--- config.mk ---
export PLATFORM = sky130hd
export DESIGN_NAME = treecode_mac_interaction_list
export DESIGN_NICKNAME = d
export VERILOG_FILES = /design/src/rtl/tmil_pkg.sv /design/src/rtl/treecode_mac_interaction_list.sv /design/src/rtl/tmil_mul.sv
export SDC_FILE = /design/constraint.sdc
export NUM_CORES = 2
export LEC_CHECK = 0
export ABC_AREA = 1
export BUFFER_PORTS_ARGS = -buffer_cell sky130_fd_sc_hd__buf_2
export CAP_MARGIN = 20
export CORE_ASPECT_RATIO = 2
export CORE_MARGIN = 1.5
export CORE_UTILIZATION = 66
export CTS_CLUSTER_SIZE = 10
export DETAILED_ROUTE_END_ITERATION = 16
export GPL_TIMING_DRIVEN = 0
export PLACE_DENSITY = 0.93
export SYNTH_ARGS = -nofsm -noshare
export SYNTH_HDL_FRONTEND = slang
export SYNTH_SLANG_ARGS = --single-unit
export TNS_END_PERCENT = 30
--- constraint.sdc ---
create_clock -name clk -period 11.6 [get_ports clk]
set_input_delay 0.58 -clock clk [delete_from_list [all_inputs] [get_ports clk]]
set_output_delay 0.58 -clock clk [all_outputs]
set_load 0.05 [all_outputs]
--- src/rtl/tmil_pkg.sv ---
// ----------------------------------------------------------------------------
// tmil_pkg
// Types, widths and codes of the multipole acceptance traversal block.
// ----------------------------------------------------------------------------
package tmil_pkg;

  localparam int MAX_NODES = 65536;
  localparam int MAX_LEVEL = 31;

  localparam int LVL_W      = 5;
  localparam int POS_W      = $clog2(MAX_NODES + 1);
  localparam int IDX_W      = 16;
  localparam int TOT_W      = 17;
  localparam int CRD_W      = 32;
  localparam int EXT_W      = 31;
  localparam int TSQ_W      = 17;
  localparam int KIND_W     = 2;
  localparam int CFG_IDX_W  = 3;
  localparam int CFG_DATA_W = 32;
  localparam int MUL_W      = CRD_W + 1;
  localparam int PROD_W     = 2 * MUL_W;
  localparam int DIST_W     = 2 * MUL_W;
  localparam int LHS_SHIFT  = 16;
  localparam int RHS_W      = DIST_W + TSQ_W;

  localparam logic [KIND_W-1:0] KIND_APPROX  = 2'd0;
  localparam logic [KIND_W-1:0] KIND_DIRECT  = 2'd1;
  localparam logic [KIND_W-1:0] KIND_SUMMARY = 2'd2;

  localparam logic [CFG_IDX_W-1:0] REG_CENTER_X = 3'd0;
  localparam logic [CFG_IDX_W-1:0] REG_CENTER_Y = 3'd1;
  localparam logic [CFG_IDX_W-1:0] REG_CENTER_Z = 3'd2;
  localparam logic [CFG_IDX_W-1:0] REG_EXTENT   = 3'd3;
  localparam logic [CFG_IDX_W-1:0] REG_THETA_SQ = 3'd4;

  localparam logic [TSQ_W-1:0] THETA_SQ_RESET = 17'd32768;

  typedef struct packed {
    logic [LVL_W-1:0] node_level;
    logic [EXT_W-1:0] node_extent;
    logic [CRD_W-1:0] node_x;
    logic [CRD_W-1:0] node_y;
    logic [CRD_W-1:0] node_z;
    logic             last_node;
  } in_item_t;

  typedef struct packed {
    logic [KIND_W-1:0] entry_kind;
    logic [IDX_W-1:0]  entry_index;
    logic [TOT_W-1:0]  approx_total;
    logic [TOT_W-1:0]  direct_total;
    logic              overflow;
    logic              last_result;
  } out_item_t;

  typedef struct packed {
    logic [MUL_W-1:0] a;
    logic [MUL_W-1:0] b;
  } mul_req_t;

endpackage

--- src/rtl/treecode_mac_interaction_list.sv ---
// ----------------------------------------------------------------------------
// treecode_mac_interaction_list
// Multipole acceptance traversal over a pre-order node stream.
// ----------------------------------------------------------------------------
//  channel  | direction | handshake         | payload
//  in_      | input     | in_valid/in_stall | in_item_t, one tree node
//  out_     | output    | out_valid/out_stall | out_item_t, list entry or summary
//  cfg_     | input     | cfg_we            | cfg_index, cfg_wdata
//
//  For each item the shared 33x33 multiplier forms the three squared distances, the two
//  halves of the theta product and the squared radius sum in turn; the results then
//  enter the output register one at a time while the output is not stalled.
//  Synchronous active-low reset: theta_sq to 0.5, control and config to zero.
//  in_stall stays high until every result of the item has entered the output
//  register; out_stall holds that register and the result drain.
// ----------------------------------------------------------------------------
module treecode_mac_interaction_list (
  input  logic                              clk,
  input  logic                              rst_n,
  input  logic                              in_valid,
  output logic                              in_stall,
  input  tmil_pkg::in_item_t                in_item,
  output logic                              out_valid,
  input  logic                              out_stall,
  output tmil_pkg::out_item_t               out_item,
  input  logic                              cfg_we,
  input  logic [tmil_pkg::CFG_IDX_W-1:0]    cfg_index,
  input  logic [tmil_pkg::CFG_DATA_W-1:0]   cfg_wdata
);

  typedef enum logic [1:0] {ST_IDLE, ST_CALC, ST_EMIT} state_t;

  localparam logic [2:0] PH_SQ_X  = 3'd0;
  localparam logic [2:0] PH_SQ_Y  = 3'd1;
  localparam logic [2:0] PH_SQ_Z  = 3'd2;
  localparam logic [2:0] PH_SUM   = 3'd3;
  localparam logic [2:0] PH_T_LO  = 3'd4;
  localparam logic [2:0] PH_T_HI  = 3'd5;
  localparam logic [2:0] PH_SQ_S  = 3'd6;
  localparam logic [2:0] PH_DEC   = 3'd7;

  localparam int LVL_W  = tmil_pkg::LVL_W;
  localparam int POS_W  = tmil_pkg::POS_W;
  localparam int CRD_W  = tmil_pkg::CRD_W;
  localparam int MUL_W  = tmil_pkg::MUL_W;
  localparam int DIST_W = tmil_pkg::DIST_W;
  localparam int RHS_W  = tmil_pkg::RHS_W;

  state_t                    state_r, state_nxt;
  logic [2:0]                phase_r, phase_nxt;

  logic [CRD_W-1:0]          cx_r, cx_nxt, cy_r, cy_nxt, cz_r, cz_nxt;
  logic [tmil_pkg::EXT_W-1:0] bext_r, bext_nxt;
  logic [tmil_pkg::TSQ_W-1:0] tsq_r, tsq_nxt;

  logic [LVL_W-1:0]          limit_r, limit_nxt;
  logic [POS_W-1:0]          pos_r, pos_nxt;
  logic [POS_W-1:0]          acnt_r, acnt_nxt;
  logic [POS_W-1:0]          dcnt_r, dcnt_nxt;
  logic                      pend_vld_r, pend_vld_nxt;
  logic [POS_W-1:0]          pend_idx_r, pend_idx_nxt;
  logic [LVL_W-1:0]          pend_lvl_r, pend_lvl_nxt;
  logic                      ovf_r, ovf_nxt;

  logic [LVL_W-1:0]          lvl_r, lvl_nxt;
  logic                      last_r, last_nxt;
  logic                      ext_nz_r, ext_nz_nxt;
  logic [MUL_W-1:0]          dx_r, dx_nxt, dy_r, dy_nxt, dz_r, dz_nxt, s_r, s_nxt;
  logic [DIST_W-1:0]         dist_r, dist_nxt;
  logic [RHS_W-1:0]          rhs_r, rhs_nxt;

  tmil_pkg::out_item_t       res_r [3];
  tmil_pkg::out_item_t       res_nxt [3];
  logic [2:0]                res_vld_r, res_vld_nxt;
  logic                      out_valid_r, out_valid_nxt;
  tmil_pkg::out_item_t       out_item_r, out_item_nxt;

  tmil_pkg::mul_req_t        mul_req;
  logic [tmil_pkg::PROD_W-1:0] prod;

  tmil_mul u_mul (
    .clk  (clk),
    .req  (mul_req),
    .prod (prod)
  );

  function automatic logic [MUL_W-1:0] abs_diff(input logic [CRD_W-1:0] a,
                                                input logic [CRD_W-1:0] b);
    logic [CRD_W:0] d;
    d = {a[CRD_W-1], a} - {b[CRD_W-1], b};
    return MUL_W'(d[CRD_W] ? -d : d);
  endfunction

  function automatic tmil_pkg::out_item_t entry(input logic [tmil_pkg::KIND_W-1:0] kind,
                                                input logic [POS_W-1:0] idx);
    tmil_pkg::out_item_t e;
    e.entry_kind   = kind;
    e.entry_index  = tmil_pkg::IDX_W'(idx);
    e.approx_total = '0;
    e.direct_total = '0;
    e.overflow     = 1'b0;
    e.last_result  = 1'b0;
    return e;
  endfunction

  assign in_stall  = (state_r != ST_IDLE);
  assign out_valid = out_valid_r;
  assign out_item  = out_item_r;

  always_comb begin
    logic [LVL_W-1:0] lvl_in;
    logic             hit;
    state_nxt    = state_r;
    phase_nxt    = phase_r;
    cx_nxt       = cx_r;
    cy_nxt       = cy_r;
    cz_nxt       = cz_r;
    bext_nxt     = bext_r;
    tsq_nxt      = tsq_r;
    limit_nxt    = limit_r;
    pos_nxt      = pos_r;
    acnt_nxt     = acnt_r;
    dcnt_nxt     = dcnt_r;
    pend_vld_nxt = pend_vld_r;
    pend_idx_nxt = pend_idx_r;
    pend_lvl_nxt = pend_lvl_r;
    ovf_nxt      = ovf_r;
    lvl_nxt      = lvl_r;
    last_nxt     = last_r;
    ext_nz_nxt   = ext_nz_r;
    dx_nxt       = dx_r;
    dy_nxt       = dy_r;
    dz_nxt       = dz_r;
    s_nxt        = s_r;
    dist_nxt     = dist_r;
    rhs_nxt      = rhs_r;
    res_nxt[0]   = res_r[0];
    res_nxt[1]   = res_r[1];
    res_nxt[2]   = res_r[2];
    res_vld_nxt  = res_vld_r;
    out_valid_nxt = out_valid_r;
    out_item_nxt = out_item_r;
    mul_req.a    = s_r;
    mul_req.b    = s_r;
    hit          = 1'b0;
    lvl_in       = (int'(in_item.node_level) > tmil_pkg::MAX_LEVEL) ?
                   LVL_W'(tmil_pkg::MAX_LEVEL) : in_item.node_level;

    if (cfg_we) begin
      case (cfg_index)
        tmil_pkg::REG_CENTER_X: cx_nxt = cfg_wdata[CRD_W-1:0];
        tmil_pkg::REG_CENTER_Y: cy_nxt = cfg_wdata[CRD_W-1:0];
        tmil_pkg::REG_CENTER_Z: cz_nxt = cfg_wdata[CRD_W-1:0];
        tmil_pkg::REG_EXTENT:   bext_nxt = cfg_wdata[tmil_pkg::EXT_W-1:0];
        tmil_pkg::REG_THETA_SQ: tsq_nxt = cfg_wdata[tmil_pkg::TSQ_W-1:0];
        default: ;
      endcase
    end

    if (out_valid_r && !out_stall) begin
      out_valid_nxt = 1'b0;
    end

    case (state_r)
      ST_IDLE: begin
        if (in_valid) begin
          lvl_nxt    = lvl_in;
          last_nxt   = in_item.last_node;
          ext_nz_nxt = (in_item.node_extent != '0);
          dx_nxt     = abs_diff(cx_r, in_item.node_x);
          dy_nxt     = abs_diff(cy_r, in_item.node_y);
          dz_nxt     = abs_diff(cz_r, in_item.node_z);
          s_nxt      = MUL_W'(in_item.node_extent) + MUL_W'(bext_r);
          dist_nxt   = '0;
          phase_nxt  = PH_SQ_X;
          state_nxt  = ST_CALC;
        end
      end
      ST_CALC: begin
        phase_nxt = phase_r + 3'd1;
        case (phase_r)
          PH_SQ_X: begin
            mul_req.a = dx_r;
            mul_req.b = dx_r;
          end
          PH_SQ_Y: begin
            mul_req.a = dy_r;
            mul_req.b = dy_r;
            dist_nxt  = dist_r + DIST_W'(prod);
          end
          PH_SQ_Z: begin
            mul_req.a = dz_r;
            mul_req.b = dz_r;
            dist_nxt  = dist_r + DIST_W'(prod);
          end
          PH_SUM: begin
            dist_nxt = dist_r + DIST_W'(prod);
          end
          PH_T_LO: begin
            mul_req.a = dist_r[MUL_W-1:0];
            mul_req.b = MUL_W'(tsq_r);
          end
          PH_T_HI: begin
            mul_req.a = dist_r[DIST_W-1:MUL_W];
            mul_req.b = MUL_W'(tsq_r);
            rhs_nxt   = RHS_W'(prod);
          end
          PH_SQ_S: begin
            rhs_nxt = rhs_r + (RHS_W'(prod) << MUL_W);
          end
          PH_DEC: begin
            hit         = ext_nz_r && ((RHS_W'(prod) << tmil_pkg::LHS_SHIFT) < rhs_r);
            res_vld_nxt = '0;
            if (32'(pos_r) >= tmil_pkg::MAX_NODES) begin
              ovf_nxt = 1'b1;
              if (last_r && pend_vld_r) begin
                res_nxt[0]     = entry(tmil_pkg::KIND_DIRECT, pend_idx_r);
                res_vld_nxt[0] = 1'b1;
                dcnt_nxt       = dcnt_nxt + 1'b1;
                pend_vld_nxt   = 1'b0;
              end
            end else begin
              if (pend_vld_r) begin
                if (lvl_r <= pend_lvl_r) begin
                  res_nxt[0]     = entry(tmil_pkg::KIND_DIRECT, pend_idx_r);
                  res_vld_nxt[0] = 1'b1;
                  dcnt_nxt       = dcnt_nxt + 1'b1;
                end else begin
                  limit_nxt = lvl_r;
                end
                pend_vld_nxt = 1'b0;
              end
              if (lvl_r <= limit_nxt) begin
                if (hit) begin
                  limit_nxt      = lvl_r;
                  res_nxt[1]     = entry(tmil_pkg::KIND_APPROX, pos_r);
                  res_vld_nxt[1] = 1'b1;
                  acnt_nxt       = acnt_nxt + 1'b1;
                end else if (last_r) begin
                  res_nxt[1]     = entry(tmil_pkg::KIND_DIRECT, pos_r);
                  res_vld_nxt[1] = 1'b1;
                  dcnt_nxt       = dcnt_nxt + 1'b1;
                end else begin
                  pend_vld_nxt = 1'b1;
                  pend_idx_nxt = pos_r;
                  pend_lvl_nxt = lvl_r;
                end
              end
              pos_nxt = pos_r + 1'b1;
            end
            if (last_r) begin
              res_nxt[2]              = entry(tmil_pkg::KIND_SUMMARY, '0);
              res_nxt[2].approx_total = tmil_pkg::TOT_W'(acnt_nxt);
              res_nxt[2].direct_total = tmil_pkg::TOT_W'(dcnt_nxt);
              res_nxt[2].overflow     = ovf_nxt;
              res_nxt[2].last_result  = 1'b1;
              res_vld_nxt[2]          = 1'b1;
              limit_nxt    = '0;
              pos_nxt      = '0;
              acnt_nxt     = '0;
              dcnt_nxt     = '0;
              pend_vld_nxt = 1'b0;
              pend_idx_nxt = '0;
              pend_lvl_nxt = '0;
              ovf_nxt      = 1'b0;
            end
            state_nxt = ST_EMIT;
          end
          default: ;
        endcase
      end
      ST_EMIT: begin
        if (res_vld_r == '0) begin
          state_nxt = ST_IDLE;
        end else if (!out_valid_r || !out_stall) begin
          out_valid_nxt = 1'b1;
          if (res_vld_r[0]) begin
            out_item_nxt   = res_r[0];
            res_vld_nxt[0] = 1'b0;
          end else if (res_vld_r[1]) begin
            out_item_nxt   = res_r[1];
            res_vld_nxt[1] = 1'b0;
          end else begin
            out_item_nxt   = res_r[2];
            res_vld_nxt[2] = 1'b0;
          end
        end
      end
      default: state_nxt = ST_IDLE;
    endcase
  end

  always_ff @(posedge clk) begin
    if (!rst_n) begin
      state_r     <= ST_IDLE;
      phase_r     <= PH_SQ_X;
      cx_r        <= '0;
      cy_r        <= '0;
      cz_r        <= '0;
      bext_r      <= '0;
      tsq_r       <= tmil_pkg::THETA_SQ_RESET;
      limit_r     <= '0;
      pos_r       <= '0;
      acnt_r      <= '0;
      dcnt_r      <= '0;
      pend_vld_r  <= 1'b0;
      pend_idx_r  <= '0;
      pend_lvl_r  <= '0;
      ovf_r       <= 1'b0;
      res_vld_r   <= '0;
      out_valid_r <= 1'b0;
    end else begin
      state_r     <= state_nxt;
      phase_r     <= phase_nxt;
      cx_r        <= cx_nxt;
      cy_r        <= cy_nxt;
      cz_r        <= cz_nxt;
      bext_r      <= bext_nxt;
      tsq_r       <= tsq_nxt;
      limit_r     <= limit_nxt;
      pos_r       <= pos_nxt;
      acnt_r      <= acnt_nxt;
      dcnt_r      <= dcnt_nxt;
      pend_vld_r  <= pend_vld_nxt;
      pend_idx_r  <= pend_idx_nxt;
      pend_lvl_r  <= pend_lvl_nxt;
      ovf_r       <= ovf_nxt;
      res_vld_r   <= res_vld_nxt;
      out_valid_r <= out_valid_nxt;
      lvl_r       <= lvl_nxt;
      last_r      <= last_nxt;
      ext_nz_r    <= ext_nz_nxt;
      dx_r        <= dx_nxt;
      dy_r        <= dy_nxt;
      dz_r        <= dz_nxt;
      s_r         <= s_nxt;
      dist_r      <= dist_nxt;
      rhs_r       <= rhs_nxt;
      res_r[0]    <= res_nxt[0];
      res_r[1]    <= res_nxt[1];
      res_r[2]    <= res_nxt[2];
      out_item_r  <= out_item_nxt;
    end
  end

endmodule

--- src/rtl/tmil_mul.sv ---
// ----------------------------------------------------------------------------
// tmil_mul
// Shared unsigned multiplier with a registered product.
// ----------------------------------------------------------------------------
module tmil_mul (
  input  logic                        clk,
  input  tmil_pkg::mul_req_t          req,
  output logic [tmil_pkg::PROD_W-1:0] prod
);

  logic [tmil_pkg::PROD_W-1:0] prod_r;

  always_ff @(posedge clk) begin
    prod_r <= req.a * req.b;
  end

  assign prod = prod_r;

endmodule

==> flow_summary.yaml, run 1 <==
yosys:
  netlist_area_mm2: 0.0839
  synth-async-reset-ratio: 0
  synth_edf_count: 408
  ys_seq_area_frac: 0.217
  yosysTopAreaCell: "fa_1"
  synth_cells: 11129
  avgSynthCellArea_um2: 7.54
  synth_nets: 12862
  synth-seq-cells: 706
  synth-main-ff-cell: "edfxtp_1"
  yosysUniqueCellTypes: 66
  synth_top_area_frac: 0.230
  synth_area_leaders: "fa_1 23%, edfxtp_1 15%, nand2_1 10%"
  yosys_warnings: 0
cts:
  clockRootBuffer: "clkbuf_16"
  cts-buffers-inserted: 80
  clock_tree.buffer_depth: 3
  cts_hold_buf: 0
  ctsHtreeMaxLevel: 3
  post_cts_buffers: 0
  cts.sinks: 706
run_status:
  status: "stopped before the end"
  error: "[ERROR GRT-0116] Global routing finished with congestion. Check the congestion regions in the DRC Viewer."
  lastStage: "5_1_grt"
die:
  die_w_um: 255
  floorplan.initialDensity: 0.666
  pin_count: 229
  die_h_um: 507
  rows: 184
place:
  place_area_mm2: 0.0875
  gp_congestion: 1.33
  dpl.hpwl_um: 316000
  port_buffers: 228
  dp_worst_setup_slack_ps: -318
grt:
  grt_max_degree: 42
  grt_pass1_wl_um: 788000
  grt_pass1_vias: 100850
  globalRouteTotalUtil: 0.814
  grt_overflow: 1957
## kinds of logic after synthesis
family,Yosys count,share of synthesized area
AOI/OAI and AO/OA,1504,0.100
xor gates and xnor gates,220,0.0236
adders and majority gates,1560,0.319
buffers and inverters,2637,0.121
DFF,706,0.217
muxes,4,0.000477
and+or+nand+nor,4498,0.219
## metal layers
layer	global-route usage	GRT overflow
met2	0.982	1240
met1	0.775	38
met4	0.854	582
met3	0.686	82
met5	0.323	15
## repair_timing
| item | in CTS |
|---|---|
| hold endpoints to repair | 0 |
| endpoints found under the setup margin | 5 |
| gates resized for setup | 4 |
| pin swaps | 1 |
## cells in the mapped netlist (all sizes together) (29+ instances only)
library cell and n:
xnor2 79, nor2 1417, fa 964, o211ai 31, edfxtp 408, nand4 117, clkbuf 120, a31oi 83
a21o 48, nor3 98, ha 596, buf 170, or2 29, inv 2341, a22o 30, xor2 141
nand2 2340, o21a 34, dfxtp 298, a21oi 680, nor4 31, nand3 430, o21ai 516
## metrics by stage
stage | instances | util
global placement | 13031 | 0.692
floorplan | 11129 | -
detailed placement | 13053 | 0.695
CTS | 13194 | 0.714
==> run 2, diff against run 1 <==
--- a/config.mk
+++ b/config.mk
@@ -8,13 +8,11 @@
 export ABC_AREA = 1
 export BUFFER_PORTS_ARGS = -buffer_cell sky130_fd_sc_hd__buf_2
 export CAP_MARGIN = 20
-export CORE_ASPECT_RATIO = 2
 export CORE_MARGIN = 1.5
-export CORE_UTILIZATION = 66
-export CTS_CLUSTER_SIZE = 10
+export CORE_UTILIZATION = 40
 export DETAILED_ROUTE_END_ITERATION = 16
 export GPL_TIMING_DRIVEN = 0
-export PLACE_DENSITY = 0.93
+export PLACE_DENSITY_LB_ADDON = 0.15
 export SYNTH_ARGS = -nofsm -noshare
 export SYNTH_HDL_FRONTEND = slang
 export SYNTH_SLANG_ARGS = --single-unit
==> run 2 against run 1 <==
  * The run now ends clean
  * Synthesized area unchanged
  * Synthesized cell count unchanged
==> flow_summary.yaml, run 2 <==
cts:
  post_cts_buffers: 0
  cts_tree: "done"
  clockRootBuffer: "clkbuf_16"
  clk_latency_ps: 760
  clk_pin_slew_ps: 70
  cts-buffers-inserted: 86
  ctsHtreeMaxLevel: 3
  clock_tree.buffer_depth: 3
  cts.sinks: 706
  cts_hold_buf: 0
die:
  coreArea_mm2: 0.208
  die_h_um: 461
  pin_count: 229
  die_w_um: 461
  rows: 167
  floorplan.initialDensity: 0.404
  die-area_mm2: 0.213
yosys:
  yosys_warnings: 0
  synth-main-ff-cell: "edfxtp_1"
  synth-seq-cells: 706
  ys_seq_area_frac: 0.217
  synth_nets: 12862
  synth-async-reset-ratio: 0
  netlist_area_mm2: 0.0839
  synth_cells: 11129
  yosysUniqueCellTypes: 66
  yosysTopAreaCell: "fa_1"
  synth.cells.most_frequent: "2,301 x nand2_1, 2,277 x inv_1, 1,391 x nor2_1, 964 x fa_1, 661 x a21oi_1"
  yosysMostFrequentCell: "nand2_1"
  synth_top_area_frac: 0.230
  avgSynthCellArea_um2: 7.54
  synth_edf_count: 408
  synth_area_leaders: "fa_1 23%, edfxtp_1 15%, nand2_1 10%"
sta:
  final_max_slew_viol_count: 0
  tns_ps: 0
  max_freq_ghz: 0.0875
  fin_skew_ps: 84.6
  hold_viol_final: 0
  finalCriticalPeriod_ps: 11430
  period_share: 0.985
  setup_viol_count_final: 0
  slew_headroom: 0.223
  worst_pin_slew_ps: 1170
grt:
  grt_max_degree: 35
  grt_pass1_vias: 76207
  grt_pass1_wl_um: 512000
  antenna_found_initial: 15
  grt_overflow: 0
  globalRouteTotalUtil: 0.333
worst_setup_path:
  crit_fanout: 10
  cp_data_required_time_ps: 12170
  worstSetupPathType: "reg2reg"
  cp.arrival_ps: 11990
  max_stage_delay_ps: 770
  cp-start-kind: "register"
  cp_slowest_cell: "clkinvlp_4"
  cpMostUsedCell: "fa_1"
  end_kind: "register"
detailed_routing:
  drt-total-wl_um: 357000
  ant_nets: 0
  wl_met2_um: 162000
  drt-met1-wl_um: 148000
  first_pass_iters: 8
  via_count: 77374
  top_layer_used: "met4"
  drt_iter0_drc: 7105
  dr_wl_met3_um: 25600
  wl_per_cell_um: 24.9
  routed_via_density: 5.39
  drc_errors: 0
place:
  dpl.hpwl_um: 298000
  port_buffers: 228
  place_area_mm2: 0.0890
  gp_congestion: 1.03
final_layout:
  regMostFlops: "rhs_r"
  drive_gt1_frac: 0.0672
  largest_reg_flops: 83
  n_fill_cell: 21621
  largest_registers: "rhs_r: 83 flops, res_r: 68 flops"
  area_growth_pct: 9.77
  final_area_mm2: 0.0921
  final_cell_mix: "2,300 x nand2_1, 2,275 x inv_1, 1,387 x nor2_1"
  nets: 13209
  final_common_cell: "nand2_1"
min_path:
  hp-class: "in2reg"
run_status:
  status: "completed"
flow_run:
  drv_cap: 0
## run 2: cell counts after synthesis
Identical to the previous run, type by type.
## run 2: layout make-up
class | count | area (um^2) | area share
Multi-Input combinational cell | 7786 | 55600 | 0.604
Sequential cell | 706 | 18200 | 0.198
Inverter | 2347 | 8820 | 0.0957
Tap cell | 2788 | 3490 | 0.0379
Clock buffer | 111 | 2420 | 0.0263
Timing Repair Buffer | 260 | 1610 | 0.0175
Buffer | 289 | 1340 | 0.0145
Clock inverter | 51 | 601 | 0.00652
Antenna cell | 8 | 20.0 | 0.000217
## run 2: stage by stage
step	cells	hold slack (ps)	worst slack [ps]	util
floorplan	11129	409	3490	-
global placement	14145	412	6.83	0.426
detailed placement	14174	420	274	0.428
CTS	14336	9.19	211	0.443
global route	14338	38.7	-7.03	0.443
finish	14346	70.3	175	0.443
## run 2: layer usage
metal  track usage  up-vias
met1         0.436    38049
met2         0.533     3272
met4         0.181        0
met3        0.0440      678
li1              -    35375
met5             0        -
## run 2: logic make-up after synthesis
kind of cell | share of synthesized area
compound gates | 0.100
xor+xnor | 0.0236
mux | 0.000477
fa+ha+maj | 0.319
flops | 0.217
buf+inv | 0.121
simple gates | 0.219
## run 2: path summary, 6_finish.rpt
kind         cells past startpoint           start  slack [ps]              to
min                              1      in_item[0]          70          last_r
max reg2reg                     34      phase_r[0]         170  u_mul.prod[57]
max                             34      phase_r[0]         170  u_mul.prod[57]
min reg2reg                      0  pend_idx_r[15]         430    res_r[0][51]
## run 2: worst max-delay path: cells and delay by family (launching register included)
kind | cells | cell delay, ps
and+or+nand+nor | 5 | 1420
AOI/OAI and AO/OA | 8 | 2180
buffers and inverters | 10 | 2280
xor gates and xnor gates | 1 | 200
DFF | 1 | 400
adders and majority gates | 10 | 4720
## run 2: timing repair
action	in CTS	in global routing
setup endpoints to repair	0	7
endpoints found under the hold margin	0	0
gates resized for setup	0	5
Power of run 2 is left out: the tool's default activity adds up to more than one toggle a clock period on the data nets, which glitch-free logic cannot reach.
